===== config.mk =====
export PLATFORM = sky130hd
export DESIGN_NAME = xorshift1024_star_generator
export DESIGN_NICKNAME = d
export VERILOG_FILES = /design/src/hdl/xsr_pkg.sv /design/src/hdl/xsr_state_mem.sv /design/src/hdl/xsr_out_queue.sv /design/src/hdl/xorshift1024_star_generator.sv
export SDC_FILE = /design/constraint.sdc
export NUM_CORES = 2
export LEC_CHECK = 0
export BUFFER_PORTS_ARGS = -buffer_cell sky130_fd_sc_hd__buf_2
export CAP_MARGIN = 10
export CORE_UTILIZATION = 40
export CTS_CLUSTER_SIZE = 20
export DETAILED_ROUTE_END_ITERATION = 12
export PLACE_DENSITY = 0.63
export SLEW_MARGIN = 20
export SYNTH_ARGS = -nofsm -noshare
export SYNTH_HDL_FRONTEND = slang
export SYNTH_SLANG_ARGS = --single-unit

===== constraint.sdc =====
create_clock -name clk -period 10.2 [get_ports clk]
set_input_delay 1.53 -clock clk [delete_from_list [all_inputs] [get_ports clk]]
set_output_delay 1.53 -clock clk [all_outputs]
set_load 0.02 [all_outputs]

===== src/hdl/xsr_pkg.sv =====
// Shared types and constants for the xorshift1024* generator.
// Used by every module under hdl; depends on nothing.
`timescale 1ns / 1ps

package xsr_pkg;

  localparam int unsigned WORD_W  = 32;
  localparam int unsigned ROWS    = 16;
  localparam int unsigned ROW_W   = 4;
  localparam int unsigned IDX_W   = 5;
  localparam int unsigned Q_DEPTH = 4;
  localparam int unsigned Q_PTR_W = 2;
  localparam int unsigned Q_CNT_W = 3;

  localparam logic [WORD_W-1:0] MULT_LO = 32'd1419247029;

  typedef enum logic [1:0] {
    ACT_LOAD = 2'd0,
    ACT_POS  = 2'd1,
    ACT_GEN  = 2'd2
  } action_t;

  // One write into the state store; a load writes one half, an update both.
  typedef struct packed {
    logic              we_lo;
    logic              we_hi;
    logic [ROW_W-1:0]  row;
    logic [WORD_W-1:0] lo;
    logic [WORD_W-1:0] hi;
  } xsr_wr_t;

  // Shift/xor step of xorshift1024* on a 64-bit element held as two halves.
  // Returns {hi, lo} of the new element.
  function automatic logic [2*WORD_W-1:0] xs_update(
    input logic [WORD_W-1:0] x,
    input logic [WORD_W-1:0] y,
    input logic [WORD_W-1:0] z,
    input logic [WORD_W-1:0] w
  );
    logic [WORD_W-1:0] z2;
    logic [WORD_W-1:0] w2;
    logic [WORD_W-1:0] lo;
    logic [WORD_W-1:0] hi;
    w2 = w ^ ((w << 31) | (z >> 1));
    z2 = z ^ (z << 31);
    lo = z2 ^ x ^ ((z2 >> 11) | (w2 << 21)) ^ ((x >> 30) | (y << 2));
    hi = w2 ^ y ^ (w2 >> 11) ^ (y >> 30);
    return {hi, lo};
  endfunction

endpackage


===== src/hdl/xsr_state_mem.sv =====
// State store: sixteen 64-bit elements kept as a low and a high 16x32 memory.
// Two registered read ports, one write port with half enables; uses xsr_pkg.
`timescale 1ns / 1ps

module xsr_state_mem import xsr_pkg::*; (
  input  logic              clk,
  input  logic              rst_n,
  input  logic [ROW_W-1:0]  rd_a_row,
  input  logic [ROW_W-1:0]  rd_b_row,
  input  xsr_wr_t           wr,
  output logic [WORD_W-1:0] rd_a_lo,
  output logic [WORD_W-1:0] rd_a_hi,
  output logic [WORD_W-1:0] rd_b_lo,
  output logic [WORD_W-1:0] rd_b_hi
);

  logic [WORD_W-1:0] lo_mem [ROWS];
  logic [WORD_W-1:0] hi_mem [ROWS];

  // Per-half valid bits give the all-zero reset without a clearing pass.
  logic [ROWS-1:0] lo_vld_r;
  logic [ROWS-1:0] hi_vld_r;

  logic [WORD_W-1:0] a_lo_r, a_hi_r, b_lo_r, b_hi_r;
  logic              a_lo_v_r, a_hi_v_r, b_lo_v_r, b_hi_v_r;

  always_ff @(posedge clk) begin
    if (wr.we_lo) begin
      lo_mem[wr.row] <= wr.lo;
    end
    if (wr.we_hi) begin
      hi_mem[wr.row] <= wr.hi;
    end
    a_lo_r <= lo_mem[rd_a_row];
    a_hi_r <= hi_mem[rd_a_row];
    b_lo_r <= lo_mem[rd_b_row];
    b_hi_r <= hi_mem[rd_b_row];
  end

  always_ff @(posedge clk) begin
    if (!rst_n) begin
      lo_vld_r <= '0;
      hi_vld_r <= '0;
      a_lo_v_r <= 1'b0;
      a_hi_v_r <= 1'b0;
      b_lo_v_r <= 1'b0;
      b_hi_v_r <= 1'b0;
    end else begin
      if (wr.we_lo) begin
        lo_vld_r[wr.row] <= 1'b1;
      end
      if (wr.we_hi) begin
        hi_vld_r[wr.row] <= 1'b1;
      end
      a_lo_v_r <= lo_vld_r[rd_a_row];
      a_hi_v_r <= hi_vld_r[rd_a_row];
      b_lo_v_r <= lo_vld_r[rd_b_row];
      b_hi_v_r <= hi_vld_r[rd_b_row];
    end
  end

  assign rd_a_lo = a_lo_v_r ? a_lo_r : '0;
  assign rd_a_hi = a_hi_v_r ? a_hi_r : '0;
  assign rd_b_lo = b_lo_v_r ? b_lo_r : '0;
  assign rd_b_hi = b_hi_v_r ? b_hi_r : '0;

endmodule


===== src/hdl/xsr_out_queue.sv =====
// Output side: registered multiply by the xorshift1024* constant, then a
// four-entry queue that absorbs back-pressure; uses xsr_pkg.
`timescale 1ns / 1ps

module xsr_out_queue import xsr_pkg::*; (
  input  logic              clk,
  input  logic              rst_n,
  input  logic              push,
  input  logic [WORD_W-1:0] push_lo,
  output logic              out_valid,
  input  logic              out_ready,
  output logic [WORD_W-1:0] out_random_word
);

  logic              prod_vld_r;
  logic [WORD_W-1:0] prod_r;

  logic [WORD_W-1:0]  q_mem_r [Q_DEPTH];
  logic [Q_PTR_W-1:0] wr_ptr_r, rd_ptr_r;
  logic [Q_CNT_W-1:0] cnt_r, cnt_nxt;
  logic               pop;

  assign pop = out_valid && out_ready;

  always_ff @(posedge clk) begin
    prod_r <= WORD_W'(push_lo * MULT_LO);
    if (prod_vld_r) begin
      q_mem_r[wr_ptr_r] <= prod_r;
    end
  end

  always_comb begin
    cnt_nxt = cnt_r;
    if (prod_vld_r && !pop) begin
      cnt_nxt = Q_CNT_W'(cnt_r + 1'b1);
    end else if (!prod_vld_r && pop) begin
      cnt_nxt = Q_CNT_W'(cnt_r - 1'b1);
    end
  end

  always_ff @(posedge clk) begin
    if (!rst_n) begin
      prod_vld_r <= 1'b0;
      wr_ptr_r   <= '0;
      rd_ptr_r   <= '0;
      cnt_r      <= '0;
    end else begin
      prod_vld_r <= push;
      if (prod_vld_r) begin
        wr_ptr_r <= Q_PTR_W'(wr_ptr_r + 1'b1);
      end
      if (pop) begin
        rd_ptr_r <= Q_PTR_W'(rd_ptr_r + 1'b1);
      end
      cnt_r <= cnt_nxt;
    end
  end

  assign out_valid       = (cnt_r != '0);
  assign out_random_word = q_mem_r[rd_ptr_r];

  a_no_overflow: assert property (@(posedge clk) disable iff (!rst_n)
    prod_vld_r && !pop |-> cnt_r != Q_CNT_W'(Q_DEPTH))
    else $error("result queue written while full");

  a_pop_drains: assert property (@(posedge clk) disable iff (!rst_n)
    pop && !prod_vld_r |=> cnt_r == Q_CNT_W'($past(cnt_r) - 1'b1))
    else $error("queue count did not fall on a lone pop");

endmodule


===== src/hdl/xorshift1024_star_generator.sv =====
// Top level of the xorshift1024* generator: pair pointer, read-update-write
// stage with forwarding, state store and output queue; uses xsr_pkg.
`timescale 1ns / 1ps

// One beat is taken every clock cycle, loads, position sets and generates
// alike, as long as fewer than four random words are waiting or in flight.
// A generate reads two elements from the dual-read state store at the accept
// edge, updates and writes back in the following cycle, and its random word
// is offered once the constant multiply has been registered and the word
// has entered the output queue. Back-to-back generates that touch the
// element just written are served by forwarding from the write stage. The
// store reads as all zeros straight after reset; no clearing pass is needed.
module xorshift1024_star_generator import xsr_pkg::*; (
  input  logic              clk,
  input  logic              rst_n,
  input  logic              in_valid,
  output logic              in_ready,
  input  logic [1:0]        in_action,
  input  logic [IDX_W-1:0]  in_word_index,
  input  logic [WORD_W-1:0] in_word_value,
  output logic              out_valid,
  input  logic              out_ready,
  output logic [WORD_W-1:0] out_random_word
);

  logic in_fire, is_gen, is_load, is_pos;

  logic [ROW_W-1:0] ptr_r, ptr_nxt;
  logic [ROW_W-1:0] rd_a_row, rd_b_row;

  // Write stage.
  logic              s1_vld_r;
  logic              s1_gen_r;
  logic              s1_half_r;
  logic [ROW_W-1:0]  s1_row_r;
  logic [WORD_W-1:0] s1_val_r;

  // Forwarding of the write that lands at the same edge as the read.
  logic              fa_lo_r, fa_hi_r, fb_lo_r, fb_hi_r;
  logic [WORD_W-1:0] fwd_lo_r, fwd_hi_r;

  logic [WORD_W-1:0] m_a_lo, m_a_hi, m_b_lo, m_b_hi;
  logic [WORD_W-1:0] x, y, z, w;
  logic [2*WORD_W-1:0] upd;
  xsr_wr_t           wr;

  logic [Q_CNT_W-1:0] pend_r;
  logic               pop;

  assign pop     = out_valid && out_ready;
  assign in_ready = (pend_r != Q_CNT_W'(Q_DEPTH));
  assign in_fire = in_valid && in_ready;

  always_comb begin
    is_gen  = 1'b0;
    is_load = 1'b0;
    is_pos  = 1'b0;
    unique case (action_t'(in_action))
      ACT_LOAD: is_load = 1'b1;
      ACT_POS:  is_pos  = 1'b1;
      ACT_GEN:  is_gen  = 1'b1;
      default:  ;
    endcase
  end

  assign rd_a_row = ptr_r;
  assign rd_b_row = ROW_W'(ptr_r + 1'b1);

  always_comb begin
    ptr_nxt = ptr_r;
    if (in_fire && is_gen) begin
      ptr_nxt = rd_b_row;
    end else if (in_fire && is_pos) begin
      ptr_nxt = in_word_index[IDX_W-1:1];
    end
  end

  // Operands after forwarding.
  assign x = fa_lo_r ? fwd_lo_r : m_a_lo;
  assign y = fa_hi_r ? fwd_hi_r : m_a_hi;
  assign z = fb_lo_r ? fwd_lo_r : m_b_lo;
  assign w = fb_hi_r ? fwd_hi_r : m_b_hi;

  assign upd = xs_update(x, y, z, w);

  always_comb begin
    wr.row = s1_row_r;
    if (s1_gen_r) begin
      wr.we_lo = s1_vld_r;
      wr.we_hi = s1_vld_r;
      wr.lo    = upd[WORD_W-1:0];
      wr.hi    = upd[2*WORD_W-1:WORD_W];
    end else begin
      wr.we_lo = s1_vld_r && !s1_half_r;
      wr.we_hi = s1_vld_r && s1_half_r;
      wr.lo    = s1_val_r;
      wr.hi    = s1_val_r;
    end
  end

  always_ff @(posedge clk) begin
    s1_half_r <= in_word_index[0];
    s1_val_r  <= in_word_value;
    s1_row_r  <= is_gen ? rd_b_row : in_word_index[IDX_W-1:1];
    fwd_lo_r  <= wr.lo;
    fwd_hi_r  <= wr.hi;
    fa_lo_r   <= wr.we_lo && (wr.row == rd_a_row);
    fa_hi_r   <= wr.we_hi && (wr.row == rd_a_row);
    fb_lo_r   <= wr.we_lo && (wr.row == rd_b_row);
    fb_hi_r   <= wr.we_hi && (wr.row == rd_b_row);
  end

  always_ff @(posedge clk) begin
    if (!rst_n) begin
      ptr_r    <= '0;
      s1_vld_r <= 1'b0;
      s1_gen_r <= 1'b0;
      pend_r   <= '0;
    end else begin
      ptr_r    <= ptr_nxt;
      s1_vld_r <= in_fire && (is_gen || is_load);
      s1_gen_r <= is_gen;
      if (in_fire && is_gen && !pop) begin
        pend_r <= Q_CNT_W'(pend_r + 1'b1);
      end else if (!(in_fire && is_gen) && pop) begin
        pend_r <= Q_CNT_W'(pend_r - 1'b1);
      end
    end
  end

  xsr_state_mem u_mem (
    .clk      (clk),
    .rst_n    (rst_n),
    .rd_a_row (rd_a_row),
    .rd_b_row (rd_b_row),
    .wr       (wr),
    .rd_a_lo  (m_a_lo),
    .rd_a_hi  (m_a_hi),
    .rd_b_lo  (m_b_lo),
    .rd_b_hi  (m_b_hi)
  );

  xsr_out_queue u_queue (
    .clk             (clk),
    .rst_n           (rst_n),
    .push            (s1_vld_r && s1_gen_r),
    .push_lo         (upd[WORD_W-1:0]),
    .out_valid       (out_valid),
    .out_ready       (out_ready),
    .out_random_word (out_random_word)
  );

  a_pend_bound: assert property (@(posedge clk) disable iff (!rst_n)
    pend_r <= Q_CNT_W'(Q_DEPTH))
    else $error("more random words outstanding than the queue holds");

  a_gen_steps_ptr: assert property (@(posedge clk) disable iff (!rst_n)
    in_fire && is_gen |=> ptr_r == ROW_W'($past(ptr_r) + 1'b1) && s1_vld_r && s1_gen_r)
    else $error("generate beat did not advance the pair pointer");

  a_out_has_credit: assert property (@(posedge clk) disable iff (!rst_n)
    out_valid |-> pend_r != '0)
    else $error("random word offered with nothing outstanding");

endmodule

Word-level counts from Yosys, hierarchy flattened

Memories as Yosys holds them, arrays and structs flattened. A register that Yosys moved wholly into a read port is not among the register bits.
Index checks and enable logic that the tools add are counted.

Logic and storage cells: 122
RAM bits: 1152
Bits in registers: 190
Input port bits: 43
Output and inout bits: 34
Memories: 3

Memories:

| name            | depth | width | read ports | clocked after Yosys merged registers in | wr ports | RTL line            | RTL |
|---|---|---|---|---|---|---|---|
| u_mem.hi_mem    | 16    | 32    | 2          | 2                                       | 1        | xsr_state_mem.sv:18 | `logic [WORD_W-1:0] hi_mem [ROWS];` |
| u_mem.lo_mem    | 16    | 32    | 2          | 2                                       | 1        | xsr_state_mem.sv:17 | `logic [WORD_W-1:0] lo_mem [ROWS];` |
| u_queue.q_mem_r | 4     | 32    | 1          | 1                                       | 1        | xsr_out_queue.sv:18 | `logic [WORD_W-1:0] q_mem_r [Q_DEPTH];` |

Mux-type cells: 38
Multipliers: 1
Bitwise gates (word level): 13
Reductions and logical operators: 27
Equal/unequal tests: 5
Order comparisons: 4
Add/subtract/negate cells: 7

Operators with widths:

| cell                                                                   | count |
|---|---|
| 32-bit two-way mux                                                     | 8 |
| 32-bit XOR                                                             | 6 |
| 64-bit two-way mux                                                     | 1 |
| 32-bit by 31-bit multiplier with 32-bit output (second input constant) | 1 |
| 16-bit OR                                                              | 2 |
| 2-bit by 32-bit OR with 32-bit output                                  | 1 |
| 21-bit by 32-bit OR with 32-bit output                                 | 1 |
| 32-bit by 31-bit OR with 32-bit output                                 | 1 |
| 32-bit by 2-bit XOR with 32-bit output                                 | 1 |
| 32-bit by 21-bit XOR with 32-bit output                                | 1 |
| 1-bit logical AND                                                      | 17 |
| 1-bit binary-select mux with 4-bit select                              | 4 |
| 4-bit by 5-bit < comparator with 1-bit output (second input constant)  | 3 |
| 1-bit two-way mux                                                      | 14 |
| 3-bit two-way mux                                                      | 4 |
| 4-bit two-way mux                                                      | 3 |
| 4-bit == test                                                          | 2 |
| 3-bit by 1-bit adder with 3-bit output (second input constant)         | 2 |
| 2-bit two-way mux                                                      | 3 |
| 2-bit nonzero test                                                     | 3 |
| 3-bit by 1-bit subtractor with 3-bit output (second input constant)    | 2 |
| 2-bit by 1-bit adder with 2-bit output (second input constant)         | 2 |
| 4-bit by 1-bit adder with 4-bit output (second input constant)         | 1 |
| 1-bit demux with 4-bit select                                          | 1 |
| 8 further kinds                                                        | 11 |

Depth between registers and ports, before layout

Depth in word-level cells: 8
Depth in mapped cells: 34
Gate-level depth less buffers: 32

By module

A second synthesis with hierarchy kept.

Cell total of the unflattened synthesis: 4443
Area total of the unflattened synthesis: 72907.4 um^2

Modules (own cells, without submodules):

| module                      | instances | cells each | sequential area each (um^2) | area each (um^2) |
|---|---|---|---|---|
| xsr_state_mem               | 1         | 2572       | 34032.6                     | 50788.7 |
| xsr_out_queue               | 1         | 1168       | 4684.5                      | 15053.2 |
| xorshift1024_star_generator | 1         | 703        | 2282.2                      | 7065.5 |

Worst setup path after synthesis

No wires, ideal clock.

Path kind: reg2reg
Start point: register fa_hi_r
End point: register u_queue.prod_r[30]
Stages on the path, launching flop included: 30
Arrival: 7.840 ns
Required time: 10.094 ns
Clock period less this slack: 7.946 ns
Setup slack: 2.254 ns
Path buffers: 3
Library setup time: 0.106 ns
Cells stage by stage: dfxtp_1 -> nor2b_1 -> buf_2 -> buf_1 -> clkbuf_1 -> a22oi_1 -> xnor2_1 -> xnor2_1 -> inv_1 -> ha_1 -> fa_1 -> fa_1 -> inv_1 -> fa_1 -> inv_1 -> fa_1 -> ha_1 -> fa_1 -> inv_1 -> fa_1 -> inv_1 -> ha_1 -> a21o_1 -> a21o_1 -> a21oi_1 -> o21ai_0 -> a221o_1 -> o21ai_0 -> nand2_1 -> o311ai_0

Cells in the longest elaborated chain, start to end: 4

Ends and longest elaborated chain:

| item                                           | RTL line                           | RTL |
|---|---|---|
| from (decl)                                    | xorshift1024_star_generator.sv:39  | `logic fa_lo_r, fa_hi_r, fb_lo_r, fb_hi_r;` |
| from (signal assigned)                         | xorshift1024_star_generator.sv:108 | `fa_hi_r <= wr.we_hi && (wr.row == rd_a_row);` |
| 32-bit two-way mux                             | xorshift1024_star_generator.sv:80  | `assign y = fa_hi_r ? fwd_hi_r : m_a_hi;` |
| 2-bit by 32-bit OR with 32-bit output          | xsr_pkg.sv:46                      | `lo = z2 ^ x ^ ((z2 >> 11) \| (w2 << 21)) ^ ((x >> 30) \| (y << 2));` |
| 32-bit XOR                                     | xsr_pkg.sv:46                      |  |
| 32-bit by 31-bit multiplier with 32-bit output | xsr_out_queue.sv:26                | `prod_r <= WORD_W'(push_lo * MULT_LO);` |
| to (signal assigned)                           | xsr_out_queue.sv:26                |  |
| to (decl)                                      | xsr_out_queue.sv:16                | `logic [WORD_W-1:0] prod_r;` |

No other way between the ends.
A chain may end at the register's enable or synchronous reset.

Worst setup path in the final report

Start point: register fb_lo_r
End point: register u_queue.prod_r[30]

Cells in the longest elaborated chain, start to end: 7
Elaborated cells on any way between the ends: 9
Classes of those cells: 1 x mul; 1 x mux; 7 x bitwise

Ends and longest elaborated chain:

| item                                               | RTL line                           | RTL |
|---|---|---|
| from (decl)                                        | xorshift1024_star_generator.sv:39  |  |
| from (signal assigned)                             | xorshift1024_star_generator.sv:109 | `fb_lo_r <= wr.we_lo && (wr.row == rd_b_row);` |
| 32-bit two-way mux (*)                             | xorshift1024_star_generator.sv:81  | `assign z = fb_lo_r ? fwd_lo_r : m_b_lo;` |
| 32-bit by 31-bit OR with 32-bit output             | xsr_pkg.sv:44                      | `w2 = w ^ ((w << 31) \| (z >> 1));` |
| 32-bit XOR                                         | xsr_pkg.sv:44                      |  |
| 21-bit by 32-bit OR with 32-bit output             | xsr_pkg.sv:46                      |  |
| 32-bit XOR (*) (2 in a row)                        | xsr_pkg.sv:46                      |  |
| 32-bit by 31-bit multiplier with 32-bit output (*) | xsr_out_queue.sv:26                |  |

Mark *: on every way between the ends. The rest lies on a longest branch, timed or not.

==> parameters.txt <==
Parameter                              Value

Global route
  Initial antenna violation count ... 2
  Via count of the first global-routing pass ... between 30k and 40k
  Wire length of the first global-routing pass ... 273900 µm
  GRT Total Usage ... 0.2131
  Pin count of the biggest net entering global routing ... between 100 and 150
  Final global-route overflow total ... 0

Timing
  Hold Worst Slack ... around 470 ps
  Fin Clk Skew ... 45.65 ps
  Max Slew Vio Count ... 0
  Min setup slack post-route ... between 1000 and 1500 ps
  Maximum clock rate ... around 0.11 GHz
  RSZ-0062 raised after global routing ... false
  Post-route minimum period ... 9082 ps
  Slew headroom ... 0.1713
  Worst-margin pin slew ... roughly 1200 ps
  Count of endpoints failing setup in the final report ... 0
  Final period utilization ... 0.8904
  TNS Setup ... 0 ps
  Number of hold-slack violations in the final timing report ... 0

Clocking
  Clock-pin slew of the registers on the worst-case setup and hold paths ... 60 ps
  CTS tree ... yes
  Total of hold buffers inserted after clock tree synthesis ... 0
  Buffer depth of the longest clock path ... 3
  Post-CTS Setup Bufs ... 0
  Worst-Skew Late Latency ... a little over 800 ps
  Clock root buffer ... clkbuf_16
  CTS buffer count ... 155
  Total of cells resized after clock tree synthesis ... 0
  TritonCTS sink count ... roughly 1.5k
  H-Tree Level Count ... 4

Floorplan
  Count of standard-cell rows ... approximately 150
  Placeable core region ... 176300 µm²
  Width of the die ... roughly 420 µm
  Vertical die dimension ... roughly 420 µm
  I/O pin count ... 77
  Starting Density ... 0.4030
  Die footprint ... between 150000 and 200000 µm²

Synth
  Most area-hungry cell type in the Yosys netlist ... edfxtp_1
  Count of state elements after synthesis ... ~1.5k
  Synth top area share ... 0.4869
  Dominant synthesized flop cell ... edfxtp_1
  Sequential area share after synthesis ... 0.5770
  Fraction of registers with async set/reset ... 0
  Number of enable flip-flop cells after synthesis ... 1152
  Instance count of the mapped netlist ... 3969
  Mapped Avg Cell Area ... 17.90 µm²
  Count of yosys warnings during synthesis ... 0
  Distinct cell type count of the synthesized netlist ... 60
  Synth Cell Area ... 71050 µm²
  Total nets after synthesis ... 4417
  Cells taking the most area after synthesis ... edfxtp_1 49%, mux4_2 22%, dfxtp_1 9.0%

Routing
  DRC violation count after routing ... 12
  Total vias in the final route ... 37.70k
  Number of nets with antenna violations after detailed routing ... 0
  Via density per instance ... 5.724
  Wirelength per Cell ... approximately 29 µm
  Detailed Routing Iterations Pass 1 ... 10
  Total Wirelength ... ~190000 µm
  Drt first-iter violations ... between 3k and 4k

Layout
  Number of filler instances in the final layout ... roughly 15k
  Area taken by multi-input logic gates ... 28220 µm²
  Layout-stage area growth over the synthesis result ... 12.45%
  Share of cells above drive strength 1 ... 0.2871
  Register Area ... 41020 µm²
  Net total in the final layout ... about 4.6k
  Final instance area ... between 70000 and 80000 µm²

Placement
  Post-placement setup slack ... 1278 ps
  Gp weighted congestion ... roughly 0.93
  Detail Placement HPWL ... ~120000 µm
  Cell Area, Placed ... 74870 µm²
  Input/output buffers ... 76

Setup path
  Endpoint type of the worst setup path ... flop
  Highest fanout seen on the critical path ... 34
  Critical Path AT ... 9770 ps
  Origin of the critical flop-to-flop path ... fb_lo_r
  Critical path launch point ... fb_lo_r
  RR Endpoint ... u_queue.prod_r[30]
  Register-to-Register Setup Slack ... 1120 ps
  Worst Setup Start Kind ... flop
  Required arrival time at the worst endpoint ... 10890 ps
  Worst reg-to-reg path cell count ... 26
  Critical path class ... reg2reg

Run
  Reported max-cap violation count ... 0

Worst hold path
  Hold path startpoint ... u_queue.prod_r[12]
  Hold worst-path end ... u_queue.q_mem_r[0][12]
  Worst hold stages ... 0
  Hold/Removal Path Class ... reg2reg

Pwr
  Peak supply drop ... approximately 0.00023 V
  Areal power density over the cells ... about 230 nW/µm²
  Total leakage power ... ~27 nW

Outcome
  Failing checks ... DRC
  Outcome ... complete, but fails checks
[worst max-delay path: stages (launching register included)]
cell      delay [ps]
dfxtp_2          890
nor2b_4           80
buf_4            290
a22oi_1          680
xnor2_1          240
xnor2_1          650
inv_1            370
ha_1             440
fa_1             500
fa_1             520
inv_1             50
fa_1             470
inv_1             50
fa_1             480
fa_1             500
fa_1             490
inv_1             50
fa_1             470
inv_1             40
ha_1             290
and3_1           210
nand2_1          100
inv_1             40
a221o_1          390
o21ai_0          260
nand2_1          110
o311ai_0         290
[cell usage after synthesis, types with 6 or more instances]
cell and count:
a21o_1 13, a21oi_1 82, a22oi_1 116, a22oi_2 8, and2_1 6, buf_1 55
buf_2 10, clkbuf_1 136, dfxtp_1 320, edfxtp_1 1152, fa_1 227, ha_1 178
inv_1 385, mux2i_1 6, mux4_2 690, nand2_1 27, nand2b_1 6, nand3_1 9
nor2_1 182, nor2b_1 9, o21a_1 6, o21ai_0 26, xnor2_1 220, xor2_1 34
[routing by layer]
metal | track usage | routed length (µm)
met1 | 0.2730 | 74010
met4 | 0.1111 | 10260
met3 | 0.03882 | 12700
met2 | 0.3466 | 91830
met5 | 0 | 13
[power breakdown]
part	total, W	internal [W]	switching [W]
clock network	0.00552	0.00316	0.00236
logic	0.00534	0.00238	0.00296
registers	0.00719	0.00689	0.000303
total	0.0181	0.0124	0.00563
[cell families (layout without fill, tap and decap cells)]
family	count (synthesis)	count (layout)	synth area share
XOR/XNOR	264	264	0.03420
buffers and inverters	590	867	0.03140
multiplexers	697	697	0.2197
adder cells (fa/ha/maj)	406	406	0.09544
other	0	1	0
AO/OA/AOI/OAI	279	279	0.02666
flip-flops	1472	1472	0.5770
AND/OR/NAND/NOR	261	261	0.01557
[cell usage in the layout (no fill, tap or decap), types with 6 or more instances in the layout]
cell type   instances
a21o_1             13
clkinv_2           29
clkinvlp_4          8
clkbuf_8           15
inv_1             385
nor2_4             32
nor2b_1             6
inv_6               9
edfxtp_1         1152
a21oi_2            24
a21oi_1            59
dfxtp_1           312
ha_1              177
xnor2_1           219
mux2i_1             6
xor2_1             33
nor2_1            146
buf_2              76
o21ai_0            26
clkbuf_16         157
mux4_2            690
a22oi_1           116
clkbuf_1           37
nand2b_1            6
buf_4             110
nand2_1            27
bufinv_16           8
and2_1              6
clkinv_1           14
a22oi_2             8
o21a_1              6
clkinv_4            6
fa_1              227
nand3_1             9
[layout make-up]
cell class | instances | area share
Antenna cell | 1 | 0.00003132
Clock buffer | 209 | 0.05350
Clock inverter | 78 | 0.008676
Inverter | 388 | 0.01823
Multi-Input combinational cell | 1907 | 0.3532
Sequential cell | 1472 | 0.5134
Tap cell | 2340 | 0.03664
Timing Repair Buffer | 192 | 0.01633
[state kept, by name, summed over array words and instances, names as in the netlist, 32 cells and up, named ones only]
register         cells
u_mem.b_lo_r        32
u_mem.hi_mem       512
fwd_lo_r            32
u_queue.prod_r      32
u_mem.a_lo_r        32
s1_val_r            32
u_mem.lo_mem       512
u_mem.a_hi_r        32
fwd_hi_r            32
u_mem.b_hi_r        32
u_queue.q_mem_r    128
[how the worst max path moves through the flow]
stage | endpoint | slack [ps]
floorplan | u_queue.prod_r[30] | 2250
global placement | u_queue.prod_r[30] | 1340
detailed placement | u_queue.prod_r[30] | 1280
CTS | u_queue.prod_r[30] | 1240
global route | u_queue.prod_r[30] | 650
finish | u_queue.prod_r[30] | 1120
[through the flow]
step | total power, W | utilization | cells
2_1_floorplan | 0.01110 | - | 3969
3_3_place_gp | 0.01268 | 0.4245 | 6298
3_5_place_dp | 0.01271 | 0.4247 | 6298
4_1_cts | 0.01826 | 0.4528 | 6585
5_1_grt | 0.01906 | 0.4532 | 6587
6_report | 0.01806 | 0.4532 | 6587
No activity file was read; power rests on OpenSTA's default activity.
